$ cat src/design/pmpd_pkg.sv
// shared types and constants for the ps/2 mouse packet decoder
package pmpd_pkg;

  localparam int BUTTON_COUNT = 3;
  localparam int QUEUE_DEPTH_DEFAULT = 2;
  localparam int PACKET_LAST_POS = 2;

  typedef enum logic [1:0] {
    KIND_MOVE = 2'd0,
    KIND_DOWN = 2'd1,
    KIND_UP   = 2'd2
  } pmpd_kind_t;

  // one completed packet that has at least one event to report
  typedef struct packed {
    logic                    move;
    logic [7:0]              dx;
    logic [7:0]              dy;
    logic [BUTTON_COUNT-1:0] change;
    logic [BUTTON_COUNT-1:0] prev;
  } pmpd_job_t;

endpackage

$ cat src/design/pmpd_front.sv
// front end: byte assembly, packet classification and button tracking
module pmpd_front (
  input  logic              clk,
  input  logic              rst,
  input  logic              cfg_valid,
  output logic              cfg_ready,
  input  logic              cfg_data,
  input  logic              in_valid,
  output logic              in_ready,
  input  logic              aux_ready,
  input  logic [7:0]        data_byte,
  input  logic              q_full,
  output logic              q_push,
  output pmpd_pkg::pmpd_job_t q_job
);
  import pmpd_pkg::*;

  logic                    events_enable;
  logic [1:0]              byte_position;
  logic [7:0]              byte0;
  logic [7:0]              byte1;
  logic [BUTTON_COUNT-1:0] prev_buttons;
  logic                    accept;
  logic                    completes;
  pmpd_job_t               job;

  assign cfg_ready = 1'b1;
  assign in_ready  = !q_full;
  assign accept    = in_valid && in_ready && aux_ready;
  assign completes = accept && (byte_position == 2'(PACKET_LAST_POS)) && events_enable;

  always_comb begin
    job.move   = (byte1 != 8'd0) || (data_byte != 8'd0);
    job.dx     = byte1;
    job.dy     = 8'(8'd0 - data_byte);
    job.change = byte0[BUTTON_COUNT-1:0] ^ prev_buttons;
    job.prev   = prev_buttons;
  end

  assign q_job  = job;
  assign q_push = completes && (job.move || (job.change != '0));

  always_ff @(posedge clk) begin
    if (rst) begin
      events_enable <= 1'b1;
      byte_position <= 2'd0;
      prev_buttons  <= '0;
    end else begin
      if (cfg_valid && cfg_ready) begin
        events_enable <= cfg_data;
      end
      if (accept) begin
        if (byte_position == 2'(PACKET_LAST_POS)) begin
          byte_position <= 2'd0;
        end else begin
          byte_position <= byte_position + 2'd1;
        end
      end
      if (completes) begin
        prev_buttons <= byte0[BUTTON_COUNT-1:0];
      end
    end
  end

  always_ff @(posedge clk) begin
    if (accept && (byte_position == 2'd0)) begin
      byte0 <= data_byte;
    end
    if (accept && (byte_position == 2'd1)) begin
      byte1 <= data_byte;
    end
  end

  a_pos_range: assert property (@(posedge clk) disable iff (rst)
    byte_position != 2'd3)
    else $error("byte position out of range");

  a_push_needs_packet_end: assert property (@(posedge clk) disable iff (rst)
    q_push |-> (byte_position == 2'(PACKET_LAST_POS)) && events_enable)
    else $error("job pushed outside packet end");

  a_push_not_full: assert property (@(posedge clk) disable iff (rst)
    q_push |-> !q_full)
    else $error("job pushed into full queue");

endmodule

$ cat src/design/pmpd_fifo.sv
// short job queue between front end and event sequencer
module pmpd_fifo #(
  parameter int Depth = pmpd_pkg::QUEUE_DEPTH_DEFAULT
) (
  input  logic                clk,
  input  logic                rst,
  input  logic                push,
  input  pmpd_pkg::pmpd_job_t push_job,
  output logic                full,
  input  logic                pop,
  output logic                head_valid,
  output pmpd_pkg::pmpd_job_t head_job
);
  import pmpd_pkg::*;

  localparam int PtrW = (Depth > 1) ? $clog2(Depth) : 1;
  localparam int CntW = $clog2(Depth + 1);

  pmpd_job_t       entries [Depth];
  logic [PtrW-1:0] wr_ptr;
  logic [PtrW-1:0] rd_ptr;
  logic [CntW-1:0] count;

  assign full       = (count == CntW'(Depth));
  assign head_valid = (count != '0);
  assign head_job   = entries[rd_ptr];

  always_ff @(posedge clk) begin
    if (rst) begin
      wr_ptr <= '0;
      rd_ptr <= '0;
      count  <= '0;
    end else begin
      if (push) begin
        wr_ptr <= (wr_ptr == PtrW'(Depth - 1)) ? '0 : wr_ptr + PtrW'(1);
      end
      if (pop) begin
        rd_ptr <= (rd_ptr == PtrW'(Depth - 1)) ? '0 : rd_ptr + PtrW'(1);
      end
      if (push && !pop) begin
        count <= count + CntW'(1);
      end else if (pop && !push) begin
        count <= count - CntW'(1);
      end
    end
  end

  always_ff @(posedge clk) begin
    if (push) begin
      entries[wr_ptr] <= push_job;
    end
  end

  a_count_bound: assert property (@(posedge clk) disable iff (rst)
    count <= CntW'(Depth))
    else $error("queue count overflow");

  a_no_pop_empty: assert property (@(posedge clk) disable iff (rst)
    pop |-> head_valid)
    else $error("pop from empty queue");

  a_push_grows: assert property (@(posedge clk) disable iff (rst)
    push && !pop |=> count == $past(count) + CntW'(1))
    else $error("queue count did not grow on push");

endmodule

$ cat src/design/pmpd_back.sv
// event sequencer: expands one job into move and button events
module pmpd_back (
  input  logic                clk,
  input  logic                rst,
  input  logic                head_valid,
  input  pmpd_pkg::pmpd_job_t head_job,
  output logic                pop,
  output logic                out_valid,
  input  logic                out_ready,
  output logic [1:0]          event_kind,
  output logic signed [7:0]   move_x,
  output logic signed [7:0]   move_y,
  output logic [1:0]          button_number,
  output logic                last
);
  import pmpd_pkg::*;

  logic       active;
  pmpd_job_t  work;
  pmpd_job_t  cur;
  pmpd_job_t  rem;
  logic       src_valid;
  logic       load;
  logic       rem_empty;
  pmpd_kind_t ev_kind;
  logic [7:0] ev_x;
  logic [7:0] ev_y;
  logic [1:0] ev_btn;
  logic [1:0] sel;

  assign src_valid = active || head_valid;
  assign cur       = active ? work : head_job;
  assign load      = src_valid && (!out_valid || out_ready);
  assign pop       = load && !active;

  always_comb begin
    sel = 2'd0;
    for (int i = BUTTON_COUNT - 1; i >= 0; i--) begin
      if (cur.change[i]) begin
        sel = 2'(i);
      end
    end
  end

  always_comb begin
    rem = cur;
    if (cur.move) begin
      ev_kind  = KIND_MOVE;
      ev_x     = cur.dx;
      ev_y     = cur.dy;
      ev_btn   = 2'd0;
      rem.move = 1'b0;
    end else begin
      ev_kind         = cur.prev[sel] ? KIND_UP : KIND_DOWN;
      ev_x            = 8'd0;
      ev_y            = 8'd0;
      ev_btn          = sel + 2'd1;
      rem.change[sel] = 1'b0;
    end
    rem_empty = !rem.move && (rem.change == '0);
  end

  always_ff @(posedge clk) begin
    if (rst) begin
      active    <= 1'b0;
      out_valid <= 1'b0;
    end else begin
      if (load) begin
        active    <= !rem_empty;
        out_valid <= 1'b1;
      end else if (out_ready) begin
        out_valid <= 1'b0;
      end
    end
  end

  always_ff @(posedge clk) begin
    if (load) begin
      work          <= rem;
      event_kind    <= ev_kind;
      move_x        <= ev_x;
      move_y        <= ev_y;
      button_number <= ev_btn;
      last          <= rem_empty;
    end
  end

  a_move_no_button: assert property (@(posedge clk) disable iff (rst)
    out_valid && (event_kind == KIND_MOVE) |-> button_number == 2'd0)
    else $error("move event carries a button number");

  a_button_fields: assert property (@(posedge clk) disable iff (rst)
    out_valid && (event_kind != KIND_MOVE) |->
      (button_number != 2'd0) && (move_x == 8'sd0) && (move_y == 8'sd0))
    else $error("button event fields malformed");

  a_active_not_last: assert property (@(posedge clk) disable iff (rst)
    $past(load) && active |-> !last)
    else $error("last flagged while job still has events");

endmodule

$ cat src/design/ps2_mouse_packet_decoder_unit.sv
// top level of the ps/2 mouse three-byte packet decoder
//
//   channel | signals                                         | direction
//   --------+-------------------------------------------------+----------
//   cfg     | cfg_valid, cfg_ready, cfg_data (events_enable)  | in
//   in      | in_valid, in_ready, aux_ready, data_byte        | in
//   out     | out_valid, out_ready, event_kind, move_x,       | out
//           | move_y, button_number, last                     |
//
// the front end takes one input transaction per cycle while the job queue has room
// a completed packet with k events (0 to 4) occupies the sequencer until all are sent,
//   one event per cycle out of the output register, so the output side sets the rate
// reads without aux_ready, the first two bytes of a packet and silent packets
//   never reach the queue
// synchronous active-high reset: events enabled, byte position and buttons cleared
// a stalled output holds the sequencer; input stalls only when the queue is full
module ps2_mouse_packet_decoder_unit #(
  parameter int QueueDepth = pmpd_pkg::QUEUE_DEPTH_DEFAULT
) (
  input  logic              clk,
  input  logic              rst,
  input  logic              cfg_valid,
  output logic              cfg_ready,
  input  logic              cfg_data,
  input  logic              in_valid,
  output logic              in_ready,
  input  logic              aux_ready,
  input  logic [7:0]        data_byte,
  output logic              out_valid,
  input  logic              out_ready,
  output logic [1:0]        event_kind,
  output logic signed [7:0] move_x,
  output logic signed [7:0] move_y,
  output logic [1:0]        button_number,
  output logic              last
);
  import pmpd_pkg::*;

  // front to queue
  logic      q_full;
  logic      q_push;
  pmpd_job_t q_job;

  // queue to sequencer
  logic      q_pop;
  logic      head_valid;
  pmpd_job_t head_job;

  // byte assembly, config register and change detection
  pmpd_front u_front (
    .clk       (clk),
    .rst       (rst),
    .cfg_valid (cfg_valid),
    .cfg_ready (cfg_ready),
    .cfg_data  (cfg_data),
    .in_valid  (in_valid),
    .in_ready  (in_ready),
    .aux_ready (aux_ready),
    .data_byte (data_byte),
    .q_full    (q_full),
    .q_push    (q_push),
    .q_job     (q_job)
  );

  // decouples packet arrival from event delivery
  pmpd_fifo #(
    .Depth (QueueDepth)
  ) u_fifo (
    .clk        (clk),
    .rst        (rst),
    .push       (q_push),
    .push_job   (q_job),
    .full       (q_full),
    .pop        (q_pop),
    .head_valid (head_valid),
    .head_job   (head_job)
  );

  // move first, then button changes from bit 0 upward
  pmpd_back u_back (
    .clk           (clk),
    .rst           (rst),
    .head_valid    (head_valid),
    .head_job      (head_job),
    .pop           (q_pop),
    .out_valid     (out_valid),
    .out_ready     (out_ready),
    .event_kind    (event_kind),
    .move_x        (move_x),
    .move_y        (move_y),
    .button_number (button_number),
    .last          (last)
  );

endmodule

$ cat config.mk
export PLATFORM = sky130hd
export DESIGN_NAME = ps2_mouse_packet_decoder_unit
export DESIGN_NICKNAME = d
export VERILOG_FILES = /design/src/design/pmpd_pkg.sv /design/src/design/pmpd_front.sv /design/src/design/pmpd_fifo.sv /design/src/design/pmpd_back.sv /design/src/design/ps2_mouse_packet_decoder_unit.sv
export SDC_FILE = /design/constraint.sdc
export NUM_CORES = 1
export LEC_CHECK = 0
export ABC_AREA = 1
export ABC_CLOCK_PERIOD_IN_PS = 7930
export BUFFER_PORTS_ARGS = -buffer_cell sky130_fd_sc_hd__buf_4
export CAP_MARGIN = 30
export CELL_PAD_IN_SITES_DETAIL_PLACEMENT = 1
export CELL_PAD_IN_SITES_GLOBAL_PLACEMENT = 1
export CORE_MARGIN = 10
export CORE_UTILIZATION = 35
export DETAILED_ROUTE_END_ITERATION = 10
export PLACE_DENSITY = 0.67
export SETUP_SLACK_MARGIN = 0.15
export SLEW_MARGIN = 15
export SYNTH_ARGS = -nofsm -noshare
export SYNTH_HDL_FRONTEND = slang
export SYNTH_HIERARCHICAL = 1
export SYNTH_SLANG_ARGS = --single-unit
$ cat constraint.sdc
create_clock -name clk -period 7.93 [get_ports clk]
set_input_delay 1.586 -clock clk [delete_from_list [all_inputs] [get_ports clk]]
set_output_delay 1.586 -clock clk [all_outputs]
set_load 0.01 [all_outputs]
==> results_dict.tcl, run 1 <==
set metrics [dict create \
    outcome "complete, no violations" \
    path_depth 12 \
    coreArea_um2 11500 \
    yosys_register_bits 97 \
    fin_crit_sh_pct 39.1 \
    cp-startpoint "out_ready" \
    num_antenna_cells 0 \
    intPower_mw 1.09 \
    root_buffer "clkbuf_16" \
    final-setup-viol-count 0 \
    ys_warn_count 6 \
    path_class "in -> reg" \
    final_cell_mix "edfxtp_1 (84), inv_1 (58), nand2_1 (51)" \
    pwr-share-clk_pct 25.1 \
    tightestPinTransition_ps 880 \
    syn-instance-count 344 \
    startpoint_type "input pin" \
    cp_slowest_cell "nor2_4" \
    pwr-share-comb_pct 28.9 \
    cpLargestDelayFamily "simple AND/OR/NAND/NOR gates" \
    power_mw 1.60 \
    holdWs_ps 468 \
    critPathArrivalTime_ps 3380 \
    cts.sinks 97 \
    power_density_nw_per_um2 329 \
    io_pins 39 \
    slew_viol_final 0 \
    rsz0062_at_grt "no" \
    max_freq_ghz 0.323 \
    clockBufferDepth 2 \
    cts_tree "done" \
    p_switching_uw 506 \
    path_max_fanout 30 \
    top_usage_layer "met2" \
    die_w_um 129 \
    gr-total-overflow 0 \
    worst_path_most_repeated_cell "inv_1" \
    rr_worst_depth 11 \
    htreeDepth 3 \
    cts_resized 0 \
    drive_above_1_share_pct 28.1 \
    min_period_ps 3100 \
    worstReg2RegEnd "u_fifo/count[1]$_SDFFE_PP0P_" \
    dieHeight_um 129 \
    crit_path_end_kind "register" \
    slew-limit-headroom_pct 41.2 \
    gr-usage-met3_pct 2.42 \
    clock_latency_ps 340 \
    fin_setup_tns_ps 0 \
    grt_pass1_vias 2569 \
    ir_worst_vdd_uv 136 \
    syn_area_per_cell_um2 12.1 \
    firstDrtPassIters 4 \
    portBuffers 37 \
    grt_antenna_before_repair 0 \
    rows 39 \
    grt_use_met1_pct 12.4 \
    mappedNetlistArea_um2 4160 \
    crit_end "u_fifo/count[1]$_SDFFE_PP0P_" \
    fin_nets 407 \
    grt_first_pass_wirelength_um 12800 \
    seqPwrFrac_pct 46.0 \
    drc 0 \
    ys_seq_area_share_pct 67.0 \
    syn_nets 364 \
    multi_input_area_um2 1060 \
    cap_violations 0 \
    hold_depth 2 \
    skew_ps 6.14 \
    path_cells "buf_4 -> nor2_1 -> nor2_4 -> nand2_1 -> inv_1 -> inv_1 -> ha_1 -> inv_1 -> nand3_1 -> nand2_1 -> inv_1 -> nor2_1" \
    vias 2414 \
    switching_share_pct 31.6 \
    start_util_pct 36.1 \
    regArea_um2 2780 \
    grt_max_degree 31 \
    final_common_cell "edfxtp_1" \
    avgRoutedWirePerCell_um 14.5 \
    clkTransAtPathRegs_ps 70 \
    max_stage_delay_ps 680 \
    n_fill_cell 1258 \
    p_leak_nw 2.02 \
    dieArea_um2 16600 \
    dp.final_hpwl_um 5550 \
    cp.required_ps 8210 \
    drt-initial-drc-count 104 \
    synth_area_leader_cell "edfxtp_1" \
    synth_top_area_share_pct 60.7 \
    numCtsBuffers 9 \
    drtAntennaViolNets 0 \
    dp.cells 518 \
    fin_cells 535 \
    viasPerCell 4.51 \
    grt.total_usage_pct 9.97 \
    met2_usage_pct 15.8 \
    regToRegStartpoint "u_back/active$_SDFFE_PP0P_" \
    holdBufCountCts 0 \
    finalWeightedCongestion 0.773 \
    routed_wl_um 7750 \
    ys_top_cells_by_area "edfxtp_1 (61%), dfxtp_1 (6.3%), mux2_2 (6.2%)" \
    cts_setup_buffers 0 \
    cp_num_buf_inv 5 \
    hold_violations 0 \
    synth.distinct_cells 31 \
    rrSetupSlack_ps 5330 \
    syn_to_final_growth_pct 17.2 \
    min_path_type "reg -> reg" \
]
## through the flow
step                area [um2]  utilization (%)  worst slack [ps]
floorplan                 4160                -              4240
global placement          4540             39.5              4300
detailed placement        4570             39.7              4220
CTS                       4840             42.0              4580
global route              4870             42.3              4590
finish                    4870             42.3              4830
## worst min-delay path by stage
stage | start | to | slack (ps)
global route | u_front/byte1[4]$_DFFE_PP_ | u_fifo/entries[0][18]$_DFFE_PP_ | 510
finish | u_front/events_enable$_SDFFE_PP1P_ | u_front/events_enable$_SDFFE_PP1P_ | 470
detailed placement | u_front/events_enable$_SDFFE_PP1P_ | u_front/events_enable$_SDFFE_PP1P_ | 460
floorplan | u_front/events_enable$_SDFFE_PP1P_ | u_front/events_enable$_SDFFE_PP1P_ | 430
CTS | u_front/events_enable$_SDFFE_PP1P_ | u_front/events_enable$_SDFFE_PP1P_ | 470
global placement | u_front/events_enable$_SDFFE_PP1P_ | u_front/events_enable$_SDFFE_PP1P_ | 450
## worst register-to-register path, stage by stage, from the launching register on
cell,delay (ps)
dfxtp_1,680
nor2_1,160
nor2_4,720
nand2_1,140
inv_1,130
inv_1,60
ha_1,310
inv_1,90
nand3_1,80
nand2_1,60
inv_1,40
nor2_1,80
## synth_stat cells
cell / instances
inv_1: 58
nand2_2: 11
buf_4: 2
inv_2: 3
nand3_1: 5
nor3_2: 1
dfxtp_1: 13
nand3b_1: 1
nand2_4: 1
o21ai_0: 1
or2_1: 1
mux2_2: 23
nor2_4: 2
buf_2: 1
nor2_2: 4
a21oi_1: 4
xor2_1: 4
nor3_1: 3
o21ai_2: 1
edfxtp_1: 84
xnor2_1: 2
a21oi_2: 2
nand4_1: 2
o21ai_1: 4
nor2_1: 43
ha_1: 5
conb_1: 1
nand3_2: 5
buf_6: 5
inv_8: 1
nand2_1: 51
## cells by family (layout without fill, tap and decap cells)
kind of cell,Yosys count,after routing,share of synthesized area (%)
compound gates,12,12,1.72
fa+ha+maj,5,5,1.51
other cells,1,1,0.0902
mux,23,23,6.23
flops,97,97,67.0
simple gates,130,130,14.6
xor+xnor,6,6,1.26
buf+inv,70,118,7.62
## metal layers
layer	up-vias	part of all wire, %
met5	-	0
met3	11	4.1
met2	41	46
met4	0	2.2
met1	1156	47
li1	1206	-
## final cells by class
type                       count  share of cell area (%)
sequential                    97                    57.1
multi-input combinational    177                    21.7
timing repair buffer          40                    6.99
inverter                      62                    4.93
clock buffer                   9                    4.62
tap                          143                    3.67
clock inverter                 7                   0.951
## registers in the layout, indices dropped and copies added (netlist names), named ones only
signal / flops
u_front/events_enable: 1
u_front/prev_buttons: 3
u_fifo/rd_ptr: 1
u_back/work: 6
u_front/byte_position: 2
u_back/active: 1
u_back/button_number: 2
u_front/byte0: 3
u_back/last: 1
u_fifo/count: 2
u_fifo/wr_ptr: 1
u_back/move_y: 8
u_front/byte1: 8
u_back/event_kind: 2
u_back/out_valid: 1
u_back/move_x: 8
u_fifo/entries: 46
## power by group through the flow
stage | combinational (mW) | clock, mW | sequential [mW]
6_report | 0.463 | 0.401 | 0.736
5_1_grt | 0.526 | 0.430 | 0.750
4_1_cts | 0.479 | 0.413 | 0.738
3_5_place_dp | 0.475 | 0 | 0.749
3_3_place_gp | 0.445 | 0 | 0.756
2_1_floorplan | 0.288 | 0 | 0.761
No activity file was read; power rests on OpenSTA's default activity.
==> inputs of run 2 (changes only) <==
ABC_CLOCK_PERIOD_IN_PS = 2600   (was 7930)
PLACE_DENSITY = 0.69   (was 0.67)
clock period = 2.6 ns   (was 7.93 ns; I/O delays follow)
==> results_dict.tcl, run 2 (synthesis results as in run 1) <==
set metrics [dict create \
    outcome "complete, no violations" \
    clock_latency_ps 340 \
    fin_setup_tns_ps 0 \
    numCtsBuffers 9 \
    cts_setup_buffers 0 \
    io_pins 39 \
    viasPerCell 4.53 \
    grt_first_pass_wirelength_um 13500 \
    htreeDepth 3 \
    largest_reg_flops 46 \
    rows 39 \
    critPathArrivalTime_ps 2150 \
    p_leak_nw 2.01 \
    final-setup-viol-count 0 \
    gr-total-overflow 0 \
    min_path_type "in -> reg" \
    final_cell_mix "edfxtp_1 (84), inv_1 (58), nand2_1 (51)" \
    grt.total_usage_pct 10.6 \
    cp_slowest_cell "dfxtp_1" \
    switching_share_pct 31.4 \
    start_util_pct 36.1 \
    largest_register "u_fifo/entries" \
    grt_pass1_vias 2644 \
    routed_wl_um 8130 \
    min_period_ps 2050 \
    n_fill_cell 1255 \
    slew-limit-headroom_pct 62.4 \
    pwr-share-comb_pct 29.5 \
    rsz0062_at_grt "no" \
    hold_violations 0 \
    path_cells "buf_4 -> mux2_2 -> nand2_1 -> nand2_2 -> nand3_2 -> inv_2 -> ha_1 -> nand2_2 -> nand2_2 -> nand3_2 -> inv_1" \
    max_stage_delay_ps 410 \
    crit_path_end_kind "register" \
    cts_resized 0 \
    vias 2436 \
    cts.sinks 97 \
    drtAntennaViolNets 0 \
    dp.final_hpwl_um 5980 \
    num_antenna_cells 0 \
    cts_tree "done" \
    grt_max_degree 30 \
    clkTransAtPathRegs_ps 70 \
    holdBufCountCts 0 \
    syn_to_final_growth_pct 16.6 \
    dieArea_um2 16600 \
    skew_ps 5.18 \
    drc 0 \
    holdWs_ps 356 \
    slew_viol_final 0 \
    finalWeightedCongestion 0.758 \
    path_max_fanout 11 \
    fin_nets 410 \
    power_density_nw_per_um2 1000 \
    intPower_mw 3.32 \
    startpoint_type "register" \
    portBuffers 37 \
    worst_path_most_repeated_cell "nand2_2" \
    ir_worst_vdd_uv 336 \
    cp.required_ps 2700 \
    coreArea_um2 11500 \
    max_freq_ghz 0.487 \
    grt_antenna_before_repair 0 \
    avgRoutedWirePerCell_um 15.1 \
    dieHeight_um 129 \
    final_common_cell "edfxtp_1" \
    cap_violations 0 \
    clockBufferDepth 2 \
    drive_above_1_share_pct 28.1 \
    p_switching_mw 1.52 \
    path_class "reg -> reg" \
    fin_crit_sh_pct 79.0 \
    drt-initial-drc-count 123 \
    tightestPinTransition_ps 563 \
    seqPwrFrac_pct 46.1 \
    die_w_um 129 \
    pwr-share-clk_pct 24.5 \
    root_buffer "clkbuf_16" \
    firstDrtPassIters 4 \
]
[run 2: cell types whose count changed in the layout (fill, tap and decap cells not counted)]
cell / before / now
buf_16: 2 / 0
clkinvlp_4: 0 / 1
nor2_2: 4 / 5
clkinv_1: 0 / 3
clkinv_4: 2 / 1
inv_6: 1 / 0
clkinv_2: 4 / 2
buf_4: 38 / 43
nor2_1: 43 / 42
[run 2: area by class of cell]
type | instances | area (um2) | share of cell area, %
Clock inverter | 7 | 37.5 | 0.775
Sequential cell | 97 | 2780 | 57.4
Clock buffer | 9 | 225 | 4.65
Tap cell | 143 | 179 | 3.69
Timing Repair Buffer | 43 | 323 | 6.66
Multi-Input combinational cell | 177 | 1060 | 21.8
Inverter | 62 | 240 | 4.96
[run 2: metal layers]
layer  global-route usage, %  vias to the layer above  share of wire [%]
met3                    2.63                       15                5.9
met4                    5.42                        0                2.0
met1                    13.0                     1168                 44
met5                       0                        -                  0
li1                        -                     1206                  -
met2                    16.9                       47                 48
[run 2: per-stage QoR]
stage,power [mW],worst slack (ps),util (%),cell area (um2),cells
final,4.85,546,42.1,4850,538
after global routing,5.18,431,42.1,4850,538
after CTS,4.93,518,42.1,4850,538
after detailed placement,3.74,395,39.8,4580,522
after global placement,3.69,433,39.8,4580,522
after floorplan,3.20,341,-,4160,344
[run 2: power groups by stage]
stage	clock network [mW]	registers (mW)	logic (mW)
finish	1.19	2.23	1.43
global route	1.28	2.27	1.63
CTS	1.21	2.24	1.48
detailed placement	0	2.27	1.47
global placement	0	2.26	1.43
floorplan	0	2.32	0.880
[run 2: path summary, 6_finish.rpt]
check / start / endpoint / slack, ps / depth (start not counted)
worst max-delay path: register / u_back/last$_DFFE_PP_ / 550 / 11
worst max register to register: register / u_back/last$_DFFE_PP_ / 550 / 11
worst min register to register: u_front/events_enable$_SDFFE_PP1P_ / u_front/events_enable$_SDFFE_PP1P_ / 460 / 2
worst min-delay path: cfg_valid / u_front/events_enable$_SDFFE_PP1P_ / 360 / 2
[run 2: critical path: cells and delay by family, from the launching register on]
family                   cells  cell delay, ps
AND/OR/NAND/NOR              6             510
multiplexers                 1             350
buffers and inverters        3             350
adder cells (fa/ha/maj)      1             200
flip-flops                   1             410
==> inputs of run 3 (changes only) <==
ABC_CLOCK_PERIOD_IN_PS = 2050   (was 2600)
PLACE_DENSITY = 0.67   (was 0.69)
clock period = 2.05 ns   (was 2.6 ns; I/O delays follow)
==> results_dict.tcl, run 3 (synthesis results as in run 1) <==
set metrics [dict create \
    cp_slowest_cell "dfxtp_2" \
    vias 2461 \
    fin_setup_tns_ps 0 \
    hold_depth 2 \
    holdBufCountCts 0 \
    coreArea_um2 11500 \
    min_from "cfg_valid" \
    critPathArrivalTime_ps 1880 \
    place_ws_ps 12.4 \
    avgRoutedWirePerCell_um 14.8 \
    hold_violations 0 \
    path_class "reg -> reg" \
    hold_end "u_front/events_enable$_SDFFE_PP1P_" \
    dp.final_hpwl_um 5850 \
    grt.total_usage_pct 10.2 \
    skew_ps 9.11 \
    numCtsBuffers 9 \
    fin_ws_ps 282 \
    max_freq_ghz 0.566 \
    cap_violations 0 \
    grt_antenna_before_repair 0 \
    root_buffer "clkbuf_16" \
    die_w_um 129 \
    power_density_nw_per_um2 1280 \
    largest_register "u_fifo/entries" \
    slew_viol_final 0 \
    clock_latency_ps 350 \
    final_cell_mix "edfxtp_1 (84), inv_1 (56), nand2_1 (50)" \
    startpoint_type "register" \
    grt_max_degree 30 \
    cts.sinks 97 \
    max_stage_delay_ps 370 \
    cp.required_ps 2160 \
    final-setup-viol-count 0 \
    drt-initial-drc-count 125 \
    start_util_pct 36.1 \
    crit_path_end_kind "register" \
    worst_path_most_repeated_cell "nand2_1" \
    drtAntennaViolNets 0 \
    path_cells "mux2_2 -> inv_1 -> nand2_1 -> nand2_2 -> nand3_4 -> ha_1 -> nand2_1 -> nand2_1 -> nand3_2 -> inv_1" \
    final_common_cell "edfxtp_1" \
    largest_reg_flops 46 \
    drc 0 \
    min_path_type "in -> reg" \
    routed_wl_um 8050 \
    grt_first_pass_wirelength_um 13200 \
    finalWeightedCongestion 0.746 \
    num_antenna_cells 0 \
    gr-total-overflow 0 \
    rsz0062_at_grt "no" \
    path_max_fanout 5 \
    cp_num_buf_inv 2 \
    rrSetupSlack_ps 280 \
    io_pins 39 \
    clockBufferDepth 2 \
    htreeDepth 3 \
    cts_tree "done" \
    dieArea_um2 16600 \
    syn_to_final_growth_pct 21.1 \
    grt_pass1_vias 2569 \
    rows 39 \
    outcome "complete, no violations" \
    p_leak_nw 2.07 \
    holdWs_ps 232 \
    cpLargestDelayFamily "simple AND/OR/NAND/NOR gates" \
    fin_nets 417 \
    worstReg2RegEnd "u_back/last$_DFFE_PP_" \
    firstDrtPassIters 4 \
    power_mw 6.42 \
    ir_worst_vdd_uv 441 \
    min_period_ps 1770 \
    portBuffers 37 \
    viasPerCell 4.52 \
    drive_above_1_share_pct 31.8 \
    fin_crit_sh_pct 86.2 \
    dieHeight_um 129 \
    clkTransAtPathRegs_ps 70 \
    rr_worst_depth 10 \
]
==> run 3: changes by cell type in the layout (fill, tap and decap cells not counted), moves of 2 or more <==
cell	before	now
buf_12	0	3
buf_4	43	47
clkbuf_16	9	11
dfxtp_2	0	2
inv_1	58	56
nor2_4	2	4
dfxtp_1	13	11
clkinv_1	3	0
==> run 3: cell type report <==
cell class / instances / area [um2]
Timing Repair Buffer: 50 / 413
Inverter: 62 / 244
Fill cell: 1222 / 6480
Tap cell: 143 / 179
Clock buffer: 12 / 289
Sequential cell: 97 / 2790
Clock inverter: 4 / 28.8
Multi-Input combinational cell: 177 / 1090
==> run 3: worst register-to-register path: cells and delay by family (launching register included) <==
family,cells,cell delay [ps]
adder cells (fa/ha/maj),1,210
buffers and inverters,2,100
flip-flops,1,370
multiplexers,1,360
AND/OR/NAND/NOR,6,500
==> run 3: worst max path at each step <==
stage / start / cells after the start / endpoint
finish: register / 10 / u_back/last$_DFFE_PP_
global route: u_fifo/count[1]$_SDFFE_PP0P_ / 10 / u_fifo/entries[1][20]$_DFFE_PP_
CTS: u_fifo/count[1]$_SDFFE_PP0P_ / 12 / u_fifo/count[1]$_SDFFE_PP0P_
detailed placement: data_byte[1] / 13 / u_fifo/count[1]$_SDFFE_PP0P_
global placement: data_byte[0] / 11 / u_fifo/entries[0][20]$_DFFE_PP_
floorplan: u_back/active$_SDFFE_PP0P_ / 13 / u_fifo/count[1]$_SDFFE_PP0P_
==> run 3: routing by layer <==
metal  wire length (um)  GRT usage [%]  vias up
met5                  0              0        -
met3                357           2.92       13
met4                153           5.42        0
li1                   -              -     1217
met1               3800           12.8     1195
met2               3730           15.7       36
==> run 3: through the flow <==
| step | area [um2] | utilization, % | std cells |
|---|---|---|---|
| after CTS | 4950 | 43.0 | 538 |
| after floorplan | 4170 | - | 344 |
| after global routing | 5030 | 43.7 | 545 |
| after global placement | 4630 | 40.2 | 522 |
| after detailed placement | 4630 | 40.2 | 522 |
| final | 5030 | 43.7 | 545 |
==> run 3: power by group <==
part	switching, mW	total (mW)	internal [mW]
clock network	0.733	1.74	1.01
registers	0.161	2.83	2.67
logic	1.09	1.85	0.766
==> run 3: what timing repair did <==
item                       4_1_cts  5_1_grt
setup endpoints to repair        1       53
pin swaps                        0        3
setup buffers                    0        7
cloned                           0        0
gates resized for setup          1        7
